## src/rtl/dtqs_pkg.sv

```systemverilog
// Package for the delayed task queue scheduler: payload structs, request and
// status codes, and store sizes. No dependencies.
package dtqs_pkg;
    localparam int QUEUE_SLOTS = 16;
    localparam int TIMER_SLOTS = 16;
    localparam int DELAY_BITS  = 32;
    localparam int QIDX_W = $clog2(QUEUE_SLOTS);
    localparam int TIDX_W = $clog2(TIMER_SLOTS);
    localparam int TCNT_W = $clog2(TIMER_SLOTS + 1);

    localparam logic [3:0] REQ_TICK      = 4'd0;
    localparam logic [3:0] REQ_PUSH_BACK = 4'd1;
    localparam logic [3:0] REQ_PUSH_FRNT = 4'd2;
    localparam logic [3:0] REQ_START     = 4'd3;
    localparam logic [3:0] REQ_UPDATE    = 4'd4;
    localparam logic [3:0] REQ_DELETE    = 4'd5;
    localparam logic [3:0] REQ_DISPATCH  = 4'd6;
    localparam logic [3:0] REQ_CLR_TASKS = 4'd7;
    localparam logic [3:0] REQ_CLR_TMRS  = 4'd8;

    localparam logic [2:0] ST_OK       = 3'd0;
    localparam logic [2:0] ST_EMPTY    = 3'd1;
    localparam logic [2:0] ST_QOVF     = 3'd2;
    localparam logic [2:0] ST_TFULL    = 3'd3;
    localparam logic [2:0] ST_NOTFOUND = 3'd4;

    typedef struct packed {
        logic [15:0] handle;
        logic [15:0] count;
        logic [31:0] ref_arg;
    } t_desc;

    typedef struct packed {
        logic [3:0]  req_type;
        logic [15:0] task_handle;
        logic [15:0] arg_count;
        logic [31:0] arg_ref;
        logic [31:0] delay_ticks;
    } t_req;

    typedef struct packed {
        logic [2:0]  status;
        logic        task_valid;
        logic [15:0] out_task_handle;
        logic [15:0] out_arg_count;
        logic [31:0] out_arg_ref;
        logic [4:0]  fired_count;
        logic [4:0]  free_task_slots;
        logic [4:0]  free_timer_slots;
        logic [31:0] tick_count;
    } t_rsp;
endpackage

```

## src/rtl/dtqs_ram.sv

```systemverilog
// Generic single-port-write, single-port-read RAM with registered read data.
// No dependencies.
module dtqs_ram #(
    parameter int WIDTH = 8,
    parameter int DEPTH = 16
) (
    input  logic                     i_clk,
    input  logic                     i_we,
    input  logic [$clog2(DEPTH)-1:0] i_waddr,
    input  logic [WIDTH-1:0]         i_wdata,
    input  logic [$clog2(DEPTH)-1:0] i_raddr,
    output logic [WIDTH-1:0]         o_rdata
);
    logic [WIDTH-1:0] r_mem [DEPTH];

    always_ff @(posedge i_clk) begin
        if (i_we) begin
            r_mem[i_waddr] <= i_wdata;
        end
        o_rdata <= r_mem[i_raddr];
    end
endmodule

```

## src/rtl/delayed_task_queue_scheduler.sv

```systemverilog
// Delayed task queue scheduler top level; uses dtqs_pkg and dtqs_ram.
// Push, start and clear requests finish after the decode state; dispatch adds a queue read;
// tick, update and delete walk the timer table, with read-wait-act steps per timer passed
// and a further read of the last entry and move into the hole per timer removed.
// Busy holds through the result beat, so a new request is taken only after it.
// Reset (synchronous, active low) empties queue and table and clears the tick counter.
module delayed_task_queue_scheduler (
    input  logic                   i_clk,
    input  logic                   i_rst_n,
    input  logic                   start,
    output logic                   busy,
    input  dtqs_pkg::t_req         i_req,
    output logic                   o_done,
    output dtqs_pkg::t_rsp         o_rsp,
    input  logic                   psel,
    input  logic                   penable,
    input  logic                   pwrite,
    input  logic [1:0]             paddr,
    input  logic [31:0]            pwdata,
    output logic [31:0]            prdata,
    output logic                   pready
);
    import dtqs_pkg::*;

    // Sequencer states. The timer walk is a loop of read-wait-act steps over
    // the table; a removal reads the last entry and writes it into the hole.
    typedef enum logic [3:0] {
        S_IDLE, S_DECODE, S_QRD, S_QOUT, S_TRD, S_TWAIT, S_TACT,
        S_LRD, S_LWAIT, S_LMOVE, S_DONE
    } t_state;

    t_state              r_state;
    t_req                r_req;
    logic [QIDX_W-1:0]   r_head, r_tail;
    logic [TCNT_W-1:0]   r_used;
    logic [31:0]         r_ticks;
    logic [31:0]         r_retry;
    logic [TCNT_W-1:0]   r_idx;
    logic [2:0]          r_status;
    logic [4:0]          r_fired;
    t_desc               r_odesc;
    logic                r_ovalid;
    logic                r_done;

    // Memory ports.
    logic                q_we;
    logic [QIDX_W-1:0]   q_waddr, q_raddr;
    t_desc               q_wdata, q_rdata;
    logic                t_we;
    logic [TIDX_W-1:0]   t_waddr, t_raddr;
    logic [DELAY_BITS+63:0] t_wdata, t_rdata;

    dtqs_ram #(.WIDTH(64), .DEPTH(QUEUE_SLOTS)) u_queue (
        .i_clk(i_clk), .i_we(q_we), .i_waddr(q_waddr), .i_wdata(q_wdata),
        .i_raddr(q_raddr), .o_rdata(q_rdata)
    );
    dtqs_ram #(.WIDTH(DELAY_BITS + 64), .DEPTH(TIMER_SLOTS)) u_timers (
        .i_clk(i_clk), .i_we(t_we), .i_waddr(t_waddr), .i_wdata(t_wdata),
        .i_raddr(t_raddr), .o_rdata(t_rdata)
    );

    t_desc               w_desc;
    t_desc               w_tdesc;
    logic [DELAY_BITS-1:0] w_trem;
    logic [QIDX_W-1:0]   w_tail_nx, w_head_pv;
    logic                w_qfull;
    logic                w_tfull;
    logic [DELAY_BITS-1:0] w_delay, w_retry;

    always_comb begin
        w_desc  = '{handle: r_req.task_handle, count: r_req.arg_count,
                    ref_arg: r_req.arg_ref};
        w_tdesc = t_desc'(t_rdata[DELAY_BITS +: 64]);
        w_trem  = t_rdata[DELAY_BITS-1:0];
        w_tail_nx = (r_tail == QIDX_W'(QUEUE_SLOTS - 1)) ? '0 : r_tail + 1'b1;
        w_head_pv = (r_head == '0) ? QIDX_W'(QUEUE_SLOTS - 1) : r_head - 1'b1;
        w_qfull = (w_tail_nx == r_head);
        w_tfull = (r_used >= TCNT_W'(TIMER_SLOTS));
        w_delay = DELAY_BITS'(r_req.delay_ticks);
        w_retry = DELAY_BITS'(r_retry);
    end

    // Memory port drive from the sequencer.
    always_comb begin
        q_we = 1'b0; q_waddr = r_tail; q_wdata = w_desc; q_raddr = r_head;
        t_we = 1'b0; t_waddr = r_idx[TIDX_W-1:0];
        t_wdata = {w_desc, w_delay};
        t_raddr = r_idx[TIDX_W-1:0];
        case (r_state)
            S_DECODE: begin
                case (r_req.req_type)
                    REQ_PUSH_BACK: q_we = !w_qfull;
                    REQ_PUSH_FRNT: begin
                        if (w_head_pv != r_tail) begin
                            q_we = 1'b1; q_waddr = w_head_pv;
                        end else if (w_retry != '0 && !w_tfull) begin
                            t_we = 1'b1; t_waddr = r_used[TIDX_W-1:0];
                            t_wdata = {w_desc, w_retry};
                        end else begin
                            q_we = (w_retry == '0) && !w_qfull;
                        end
                    end
                    REQ_START: begin
                        if (w_delay == '0) begin
                            q_we = !w_qfull;
                        end else if (!w_tfull) begin
                            t_we = 1'b1; t_waddr = r_used[TIDX_W-1:0];
                        end
                    end
                    default: ;
                endcase
            end
            S_TACT: begin
                if (r_req.req_type == REQ_TICK) begin
                    if (w_trem > DELAY_BITS'(1)) begin
                        t_we = 1'b1; t_wdata = {w_tdesc, w_trem - 1'b1};
                    end else begin
                        q_we = !w_qfull; q_wdata = w_tdesc;
                    end
                end else if (r_req.req_type == REQ_UPDATE && w_tdesc == w_desc) begin
                    t_we = 1'b1; t_wdata = {w_tdesc, w_delay};
                end
            end
            // The last entry's address is held through the read and wait states so that
            // the registered read data still holds it when it is moved.
            S_LRD, S_LWAIT: t_raddr = TIDX_W'(r_used);
            S_LMOVE: begin
                t_we = 1'b1; t_wdata = t_rdata;
            end
            default: ;
        endcase
    end

    always_ff @(posedge i_clk) begin
        if (!i_rst_n) begin
            r_state <= S_IDLE;
            r_head  <= '0;
            r_tail  <= '0;
            r_used  <= '0;
            r_ticks <= '0;
            r_retry <= 32'd1;
            r_done  <= 1'b0;
        end else begin
            r_done <= 1'b0;
            if (psel && penable && pwrite && paddr == 2'd0) begin
                r_retry <= pwdata;
            end
            case (r_state)
                S_IDLE: begin
                    // No request is taken during the result beat, while busy is high.
                    if (start && !r_done) begin
                        r_req    <= i_req;
                        r_state  <= S_DECODE;
                        r_status <= ST_OK;
                        r_fired  <= '0;
                        r_ovalid <= 1'b0;
                        r_odesc  <= '0;
                        r_idx    <= '0;
                    end
                end
                S_DECODE: begin
                    r_state <= S_DONE;
                    case (r_req.req_type)
                        REQ_TICK: begin
                            r_ticks <= r_ticks + 1'b1;
                            r_state <= S_TRD;
                        end
                        REQ_PUSH_BACK: begin
                            if (w_qfull) r_status <= ST_QOVF;
                            else r_tail <= w_tail_nx;
                        end
                        REQ_PUSH_FRNT: begin
                            if (w_head_pv != r_tail) begin
                                r_head <= w_head_pv;
                            end else if (w_retry != '0) begin
                                if (w_tfull) r_status <= ST_TFULL;
                                else r_used <= r_used + 1'b1;
                            end else begin
                                if (w_qfull) r_status <= ST_QOVF;
                                else r_tail <= w_tail_nx;
                            end
                        end
                        REQ_START: begin
                            if (w_delay == '0) begin
                                if (w_qfull) r_status <= ST_QOVF;
                                else r_tail <= w_tail_nx;
                            end else if (w_tfull) begin
                                r_status <= ST_TFULL;
                            end else begin
                                r_used <= r_used + 1'b1;
                            end
                        end
                        REQ_UPDATE, REQ_DELETE: r_state <= S_TRD;
                        REQ_DISPATCH: begin
                            if (r_head == r_tail) r_status <= ST_EMPTY;
                            else r_state <= S_QRD;
                        end
                        REQ_CLR_TASKS: begin
                            r_head <= '0; r_tail <= '0;
                        end
                        REQ_CLR_TMRS: r_used <= '0;
                        default: ;
                    endcase
                end
                S_QRD: r_state <= S_QOUT;
                S_QOUT: begin
                    r_odesc  <= q_rdata;
                    r_ovalid <= 1'b1;
                    r_head   <= (r_head == QIDX_W'(QUEUE_SLOTS - 1)) ? '0 : r_head + 1'b1;
                    r_state  <= S_DONE;
                end
                S_TRD: begin
                    if (r_idx < r_used) begin
                        r_state <= S_TWAIT;
                    end else begin
                        if (r_req.req_type != REQ_TICK) r_status <= ST_NOTFOUND;
                        r_state <= S_DONE;
                    end
                end
                S_TWAIT: r_state <= S_TACT;
                S_TACT: begin
                    if (r_req.req_type == REQ_TICK) begin
                        if (w_trem > DELAY_BITS'(1)) begin
                            r_idx <= r_idx + 1'b1;
                            r_state <= S_TRD;
                        end else begin
                            if (w_qfull) begin
                                r_status <= ST_QOVF;
                            end else begin
                                r_tail  <= w_tail_nx;
                                r_fired <= r_fired + 1'b1;
                            end
                            r_used  <= r_used - 1'b1;
                            r_state <= S_LRD;
                        end
                    end else if (w_tdesc == w_desc) begin
                        if (r_req.req_type == REQ_DELETE) begin
                            r_used  <= r_used - 1'b1;
                            r_state <= S_LRD;
                        end else begin
                            r_state <= S_DONE;
                        end
                    end else begin
                        r_idx <= r_idx + 1'b1;
                        r_state <= S_TRD;
                    end
                end
                S_LRD: r_state <= S_LWAIT;
                S_LWAIT: r_state <= S_LMOVE;
                S_LMOVE: begin
                    // The moved-in entry is examined in turn on a tick.
                    r_state <= (r_req.req_type == REQ_TICK) ? S_TRD : S_DONE;
                end
                S_DONE: begin
                    r_done  <= 1'b1;
                    r_state <= S_IDLE;
                end
                default: r_state <= S_IDLE;
            endcase
        end
    end

    logic [QIDX_W:0] w_occ;
    always_comb begin
        w_occ = (r_tail >= r_head) ? {1'b0, r_tail} - {1'b0, r_head}
                : (QIDX_W+1)'(QUEUE_SLOTS) - ({1'b0, r_head} - {1'b0, r_tail});
        o_rsp.status           = r_status;
        o_rsp.task_valid       = r_ovalid;
        o_rsp.out_task_handle  = r_odesc.handle;
        o_rsp.out_arg_count    = r_odesc.count;
        o_rsp.out_arg_ref      = r_odesc.ref_arg;
        o_rsp.fired_count      = r_fired;
        o_rsp.free_task_slots  = 5'(QUEUE_SLOTS) - 5'(w_occ);
        o_rsp.free_timer_slots = 5'(TIMER_SLOTS) - 5'(r_used);
        o_rsp.tick_count       = r_ticks;
    end

    assign o_done = r_done;
    assign busy   = (r_state != S_IDLE) || r_done;
    assign prdata = (paddr == 2'd0) ? r_retry : 32'd0;
    assign pready = 1'b1;
endmodule

```

## config.mk

```make
export PLATFORM = sky130hd
export DESIGN_NAME = delayed_task_queue_scheduler
export DESIGN_NICKNAME = d
export VERILOG_FILES = /design/src/rtl/dtqs_pkg.sv /design/src/rtl/dtqs_ram.sv /design/src/rtl/delayed_task_queue_scheduler.sv
export SDC_FILE = /design/constraint.sdc
export NUM_CORES = 2
export LEC_CHECK = 0
export BUFFER_PORTS_ARGS = -buffer_cell sky130_fd_sc_hd__buf_2
export CORE_MARGIN = 4
export CORE_UTILIZATION = 58
export CTS_BUF_LIST = sky130_fd_sc_hd__clkbuf_4
export DETAILED_ROUTE_END_ITERATION = 12
export PLACE_DENSITY_LB_ADDON = 0.3
export SLEW_MARGIN = 10
export SYNTH_ARGS = -nofsm -noshare
export SYNTH_HDL_FRONTEND = slang
export SYNTH_SLANG_ARGS = --single-unit
```

## constraint.sdc

```tcl
create_clock -name i_clk -period 13.7 [get_ports i_clk]
set_clock_uncertainty 0.15 [all_clocks]
set_input_delay 4.11 -clock i_clk [delete_from_list [all_inputs] [get_ports i_clk]]
set_output_delay 4.11 -clock i_clk [all_outputs]
set_load 0.05 [all_outputs]
```

# ---- After elaboration in Yosys (flattened, before gate mapping)
# Memory sizes are Yosys's and may differ from the RTL's. A register that Yosys moved wholly into a read port is not among the register bits.
# Cells that the tools add are included.
dict set report op_classes {
  reduce_logical 36
  order_cmp 4
  n_addsub 14
  muxes 103
  eq_ne 46
}
# operator n
set op_table {}
lappend op_table {{$mux 96} 3}
lappend op_table {{$pmux 96 s3} 1}
lappend op_table {{$mux 64} 4}
lappend op_table {{$mux 32} 4}
lappend op_table {{$pmux 64 s2} 1}
lappend op_table {{$mux 4} 26}
lappend op_table {{$mux 5} 16}
lappend op_table {{$eq 64x64->1} 1}
lappend op_table {{$logic_not 32->1} 2}
lappend op_table {{$pmux 4 s10} 1}
lappend op_table {{$pmux 4 s2} 5}
lappend op_table {{$ne 3x3->1 const B} 12}
lappend op_table {{$mux 3} 11}
lappend op_table {{$add 32x1->32 const B} 1}
lappend op_table {{$eq 4x3->1 const B} 8}
lappend op_table {{$gt 32x1->1 const B} 1}
lappend op_table {{$reduce_bool 32->1} 1}
lappend op_table {{$sub 32x1->32 const B} 1}
lappend op_table {{$pmux 5 s2} 3}
lappend op_table {{$eq 4x4->1 const B} 6}
lappend op_table {{$pmux 3 s4} 2}
lappend op_table {{$mux 1} 18}
lappend op_table {{$eq 4x2->1 const B} 4}
lappend op_table {{$pmux 4 s4} 1}
lappend op_table {{other kinds (36)} 70}
dict set report word_totals {
  output_inout_bits 150
  wordCells 224
  memories 2
  inputBits 140
  ramBits 2560
  regBits 260
}
# name words width rd rd_clocked_by_memory_dff wr line_no
set mem_list {}
lappend mem_list {u_timers.r_mem 16 96 1 1 1 dtqs_ram.sv:14} ;# logic [WIDTH-1:0] r_mem [DEPTH];
lappend mem_list {u_queue.r_mem 16 64 1 1 1 dtqs_ram.sv:14}

# ---- Longest topological paths before layout
dict set report depth {
  depth_word 11
  depth_mapped 14
  mapped_depth_nobuf 10
}

# ---- Modules after synthesis
# A second synthesis with hierarchy kept.
dict set report hier_totals {
  cells_unflattened 5712
  hier_area_um2 113899.2
}
# mod area_each_um2 n_inst cells_each
set modules_own_cells {}
lappend modules_own_cells {{dtqs_ram at u_timers} 59355.7 1 2460}
lappend modules_own_cells {{dtqs_ram at u_queue} 39581.7 1 1647}
lappend modules_own_cells {delayed_task_queue_scheduler 14961.8 1 1605}

# ---- Least setup slack after synthesis
# No wires, ideal clock.
dict set report synth_timing {
  kind {reg2reg}
  startpoint {reg r_req[40] (netlist bit)}
  endpoint {mem u_timers.r_mem[12][0] (netlist bit) (enable)}
  required_ps 12739
  arrival_time_ps 11864
  setup_ps 811
  stages_incl_launch_ff 10
  period_less_slack_ps 12825
  setup_slack_ps 875
  path_cell_list {edfxtp_1 xor2_1 nor4_1 nand4_1 nor4_2 a41oi_2 or2_1 buf_2 buf_4 o41ai_1}
}
dict set report synth_between {
  elab_chain_cells 7
}
# item line_no
set synth_rtl {}
lappend synth_rtl {{start, declared} delayed_task_queue_scheduler.sv:33} ;# t_req r_req;
lappend synth_rtl {{start signal, assigned} delayed_task_queue_scheduler.sv:152} ;# r_req <= i_req;
lappend synth_rtl {{$eq 64x64->1} delayed_task_queue_scheduler.sv:120} ;# end else if (r_req.req_type == REQ_UPDATE && w_tdesc == w_desc) begin
lappend synth_rtl {{$logic_and 1x1->1} delayed_task_queue_scheduler.sv:120}
lappend synth_rtl {{$mux 1} delayed_task_queue_scheduler.sv:120}
lappend synth_rtl {{$mux 1} delayed_task_queue_scheduler.sv:114} ;# if (r_req.req_type == REQ_TICK) begin
lappend synth_rtl {{$pmux 1 s3} delayed_task_queue_scheduler.sv:89} ;# case (r_state)
lappend synth_rtl {{$mux 1} dtqs_ram.sv:17} ;# if (i_we) begin
lappend synth_rtl {{$mux 1 (not written as such)} dtqs_ram.sv:18} ;# r_mem[i_waddr] <= i_wdata;
lappend synth_rtl {{end, declared} dtqs_ram.sv:14}
# Every way passes these cells.

# ---- Worst setup path after layout
dict set report layout_timing {
  startpoint {in paddr[1]}
  endpoint {out prdata[9]}
}
dict set report layout_between {
  elab_chain_cells 2
}
# item line_no
set layout_rtl {}
lappend layout_rtl {{start, declared} delayed_task_queue_scheduler.sv:18} ;# input logic [1:0] paddr,
lappend layout_rtl {{$logic_not 2->1} delayed_task_queue_scheduler.sv:280} ;# assign prdata = (paddr == 2'd0) ? r_retry : 32'd0;
lappend layout_rtl {{$mux 32} delayed_task_queue_scheduler.sv:280}
lappend layout_rtl {{end, declared} delayed_task_queue_scheduler.sv:20} ;# output logic [31:0] prdata,
# Every way passes these cells.

==> results_dict.tcl <==
set metrics [dict create \
    worst_r2r_endpoint "u_timers.r_mem[5][59]" \
    place_hpwl_mm 157 \
    seq_area_frac_synth_pct 75.0 \
    finalSetupViolCount 0 \
    tns_ns 0 \
    netlist_area_sq_um 116000 \
    met2_length_mm 142 \
    synth_top_cell_by_area "edfxtp_1" \
    grt_pass1_vias 68500 \
    drc_errors 0 \
    hold_class "flip-flop to flip-flop" \
    synth_top_cells_by_count "edfxtp_1, nand2_1, a21oi_1" \
    synth_cells 7316 \
    drt-total-wl_mm 292 \
    timing.rr.start "r_req[75]" \
    dpl_cell_area_sq_um 121000 \
    holdPathEnd "o_rsp[47]" \
    intPower_uw 15900 \
    async_flop_share_pct 0 \
    syn_nets 7478 \
    startpoint "paddr[1]" \
    wl_met1_mm 110 \
    arrival_ns 5.00 \
    status "completed" \
    layout_min_cycle_time_ns 9.26 \
    vias_per_cell 6.21 \
    rsz0062_at_grt "false" \
    synth.avg_cell_area_sq_um 15.9 \
    synth-main-ff-cell "edfxtp_1" \
    grt_pass1_wl_mm 432 \
    die_x_um 456 \
    worst_pin_slew_ns 1.19 \
    reg2reg_slack_ns 7.68 \
    combinationalPowerShare_pct 21.6 \
    max_slew_margin_pct 20.5 \
    grt_max_degree 206 \
    final-max-slew-violation-count 0 \
    nFillCells 13600 \
    grt_use_total_pct 27.6 \
    place.gp.congestion 0.896 \
    cts_setup_buffers 0 \
    synth_warnings 0 \
    clockRootBuffer "clkbuf_4" \
    numClockSinks 2980 \
    cts_max_level 6 \
    fin_nets 8160 \
    clock.fmax_mhz 108 \
    overflow 0 \
    cp_max_fo 34 \
    area_delta_synth_final_pct 11.8 \
    clk_path_buf_depth 4 \
    yosysTopAreaCellShare_pct 70.8 \
    fin_area_sq_um 130000 \
    cts_resized 0 \
    synth-seq-cells 2980 \
    cts_tree "built" \
    numCtsBuffers 716 \
    p_per_area_nw_per_um2 177 \
    hold_path.startpoint "u_queue.o_rdata[0]" \
    initial_core_util_pct 58.6 \
    clk_latency_ns 1.42 \
    p_leak_uw 0.0438 \
    crit_required_ns 9.44 \
    clkPwrFrac_pct 31.0 \
    p_seq_share_pct 47.4 \
    hold_violations 0 \
    core_area_sq_um 198000 \
    fin_crit_sh_pct 67.6 \
    hold_buffers 0 \
    switchingPower_uw 7100 \
    cp-end-kind "output pin" \
    worst_setup_path_start_kind "primary input" \
    synth.area.top_cells "edfxtp_1, mux4_2, nand2_1" \
    multi_input_area_sq_um 27600 \
    row_count 163 \
    die_area_sq_um 207000 \
    pin_count 290 \
    fp.dieH_um 456 \
    io_buffers 288 \
    sw_frac_of_total_pct 30.9 \
    reg2reg_depth 10 \
    highest_layer "met4" \
    antenna_found_initial 24 \
    seqCellArea_sq_um 87100 \
    clkTransAtPathRegs_ns 0.06 \
    ir_drop_uv 240 \
    vias 69700 \
    routedWlPerCell_um 26.1 \
    cap_violations 0 \
    synth.distinct_cells 86 \
    synth-edff-count 2738 \
    min_path_cells 1 \
    yosysMostFrequentCell "edfxtp_1" \
    drtAntennaViolNets 0 \
    power_uw 23000 \
    first_iter_violations 9100 \
    path_class "primary input to output pin" \
    drive_gt1_share_pct 22.9 \
    route.met3.wl_mm 30.8 \
    first_pass_iters 8 \
]
-- critical path, stage by stage --
cell and delay (ns):
buf_2 0.10, nor2_1 0.09, buf_4 0.27, and2_1 0.17, buf_2 0.26
-- per-layer routing --
layer  GRT usage [%]  vias up
li1                -    30200
met1            38.1    34700
met2            43.7     4163
met3            5.56      629
met4            11.4        0
met5               0        -
-- how the worst max path moves through the flow --
stage	end	cells past startpoint
after global routing	prdata[13]	5
after CTS	prdata[9]	5
after global placement	prdata[16]	5
after floorplan	u_timers.r_mem[12][0]	9
final	prdata[9]	5
after detailed placement	prdata[22]	5
-- area by class of cell --
type	instances	area share (%)
sequential	2980	67.1
multi-input combinational	3848	21.3
clock buffer	1105	6.39
tap	2640	2.54
timing repair buffer	417	1.97
clock inverter	173	0.646
inverter	35	0.103
antenna	17	0.0328
-- flip-flops by register name (all words and copies together) (netlist names) --
signal / count
r_ovalid: 1
r_ticks: 32
r_req: 68
u_queue.r_mem: 1024
r_retry: 32
q_raddr: 4
u_queue.o_rdata: 64
r_fired: 5
r_status: 3
u_timers.o_rdata: 96
o_done: 1
r_used: 5
r_state: 4
r_idx: 5
u_timers.r_mem: 1536
o_rsp: 64
w_delay: 32
r_tail: 4
-- power groups by stage --
stage                     clock, uW  combinational (uW)  sequential (uW)
after CTS                      7280                4890            10900
after detailed placement          0                4870            11100
final                          7130                4960            10900
after floorplan                   0                3350            11000
after global placement            0                4760            11100
after global routing           7810                5320            10900
-- placed cells by master, fill, tap and decap left out, types with 22 or more instances in the layout --
cell	instances
mux2i_1	195
xor2_1	91
nand2_1	1304
buf_2	288
edfxtp_1	2738
a22oi_1	104
clkinv_1	141
nor3_1	33
nand4_1	28
nor4_1	53
dfxtp_1	239
nor2_1	94
inv_1	30
nand3_1	429
buf_4	116
a221o_1	109
a21oi_1	460
mux2_1	59
mux4_2	320
o21ai_0	59
clkbuf_4	1105
and2_1	108
xnor2_1	22
a32oi_1	101
-- cells by family (layout without fill, tap and decap cells) --
logic type,Yosys count,count (layout),synth area share [%]
AOI/OAI and AO/OA,974,974,5.56
xor gates and xnor gates,113,113,0.852
adders and majority gates,22,22,0.243
buffers and inverters,488,1730,1.68
DFF,2980,2980,75.0
muxes,579,579,8.51
other,1,18,0.00323
and+or+nand+nor,2159,2159,8.20
-- per-stage QoR --
stage                     util [%]  hold WS (ns)  worst slack [ns]  std cells
after floorplan                  -         0.304             0.875       7316
after global placement        60.9         0.335              4.48       9919
after detailed placement      60.9         0.338              4.45       9919
after CTS                     65.5         0.328              4.45      11200
after global routing          65.5         0.360              4.37      11200
final                         65.5         0.349              4.44      11200
No activity file was read; power rests on OpenSTA's default activity.
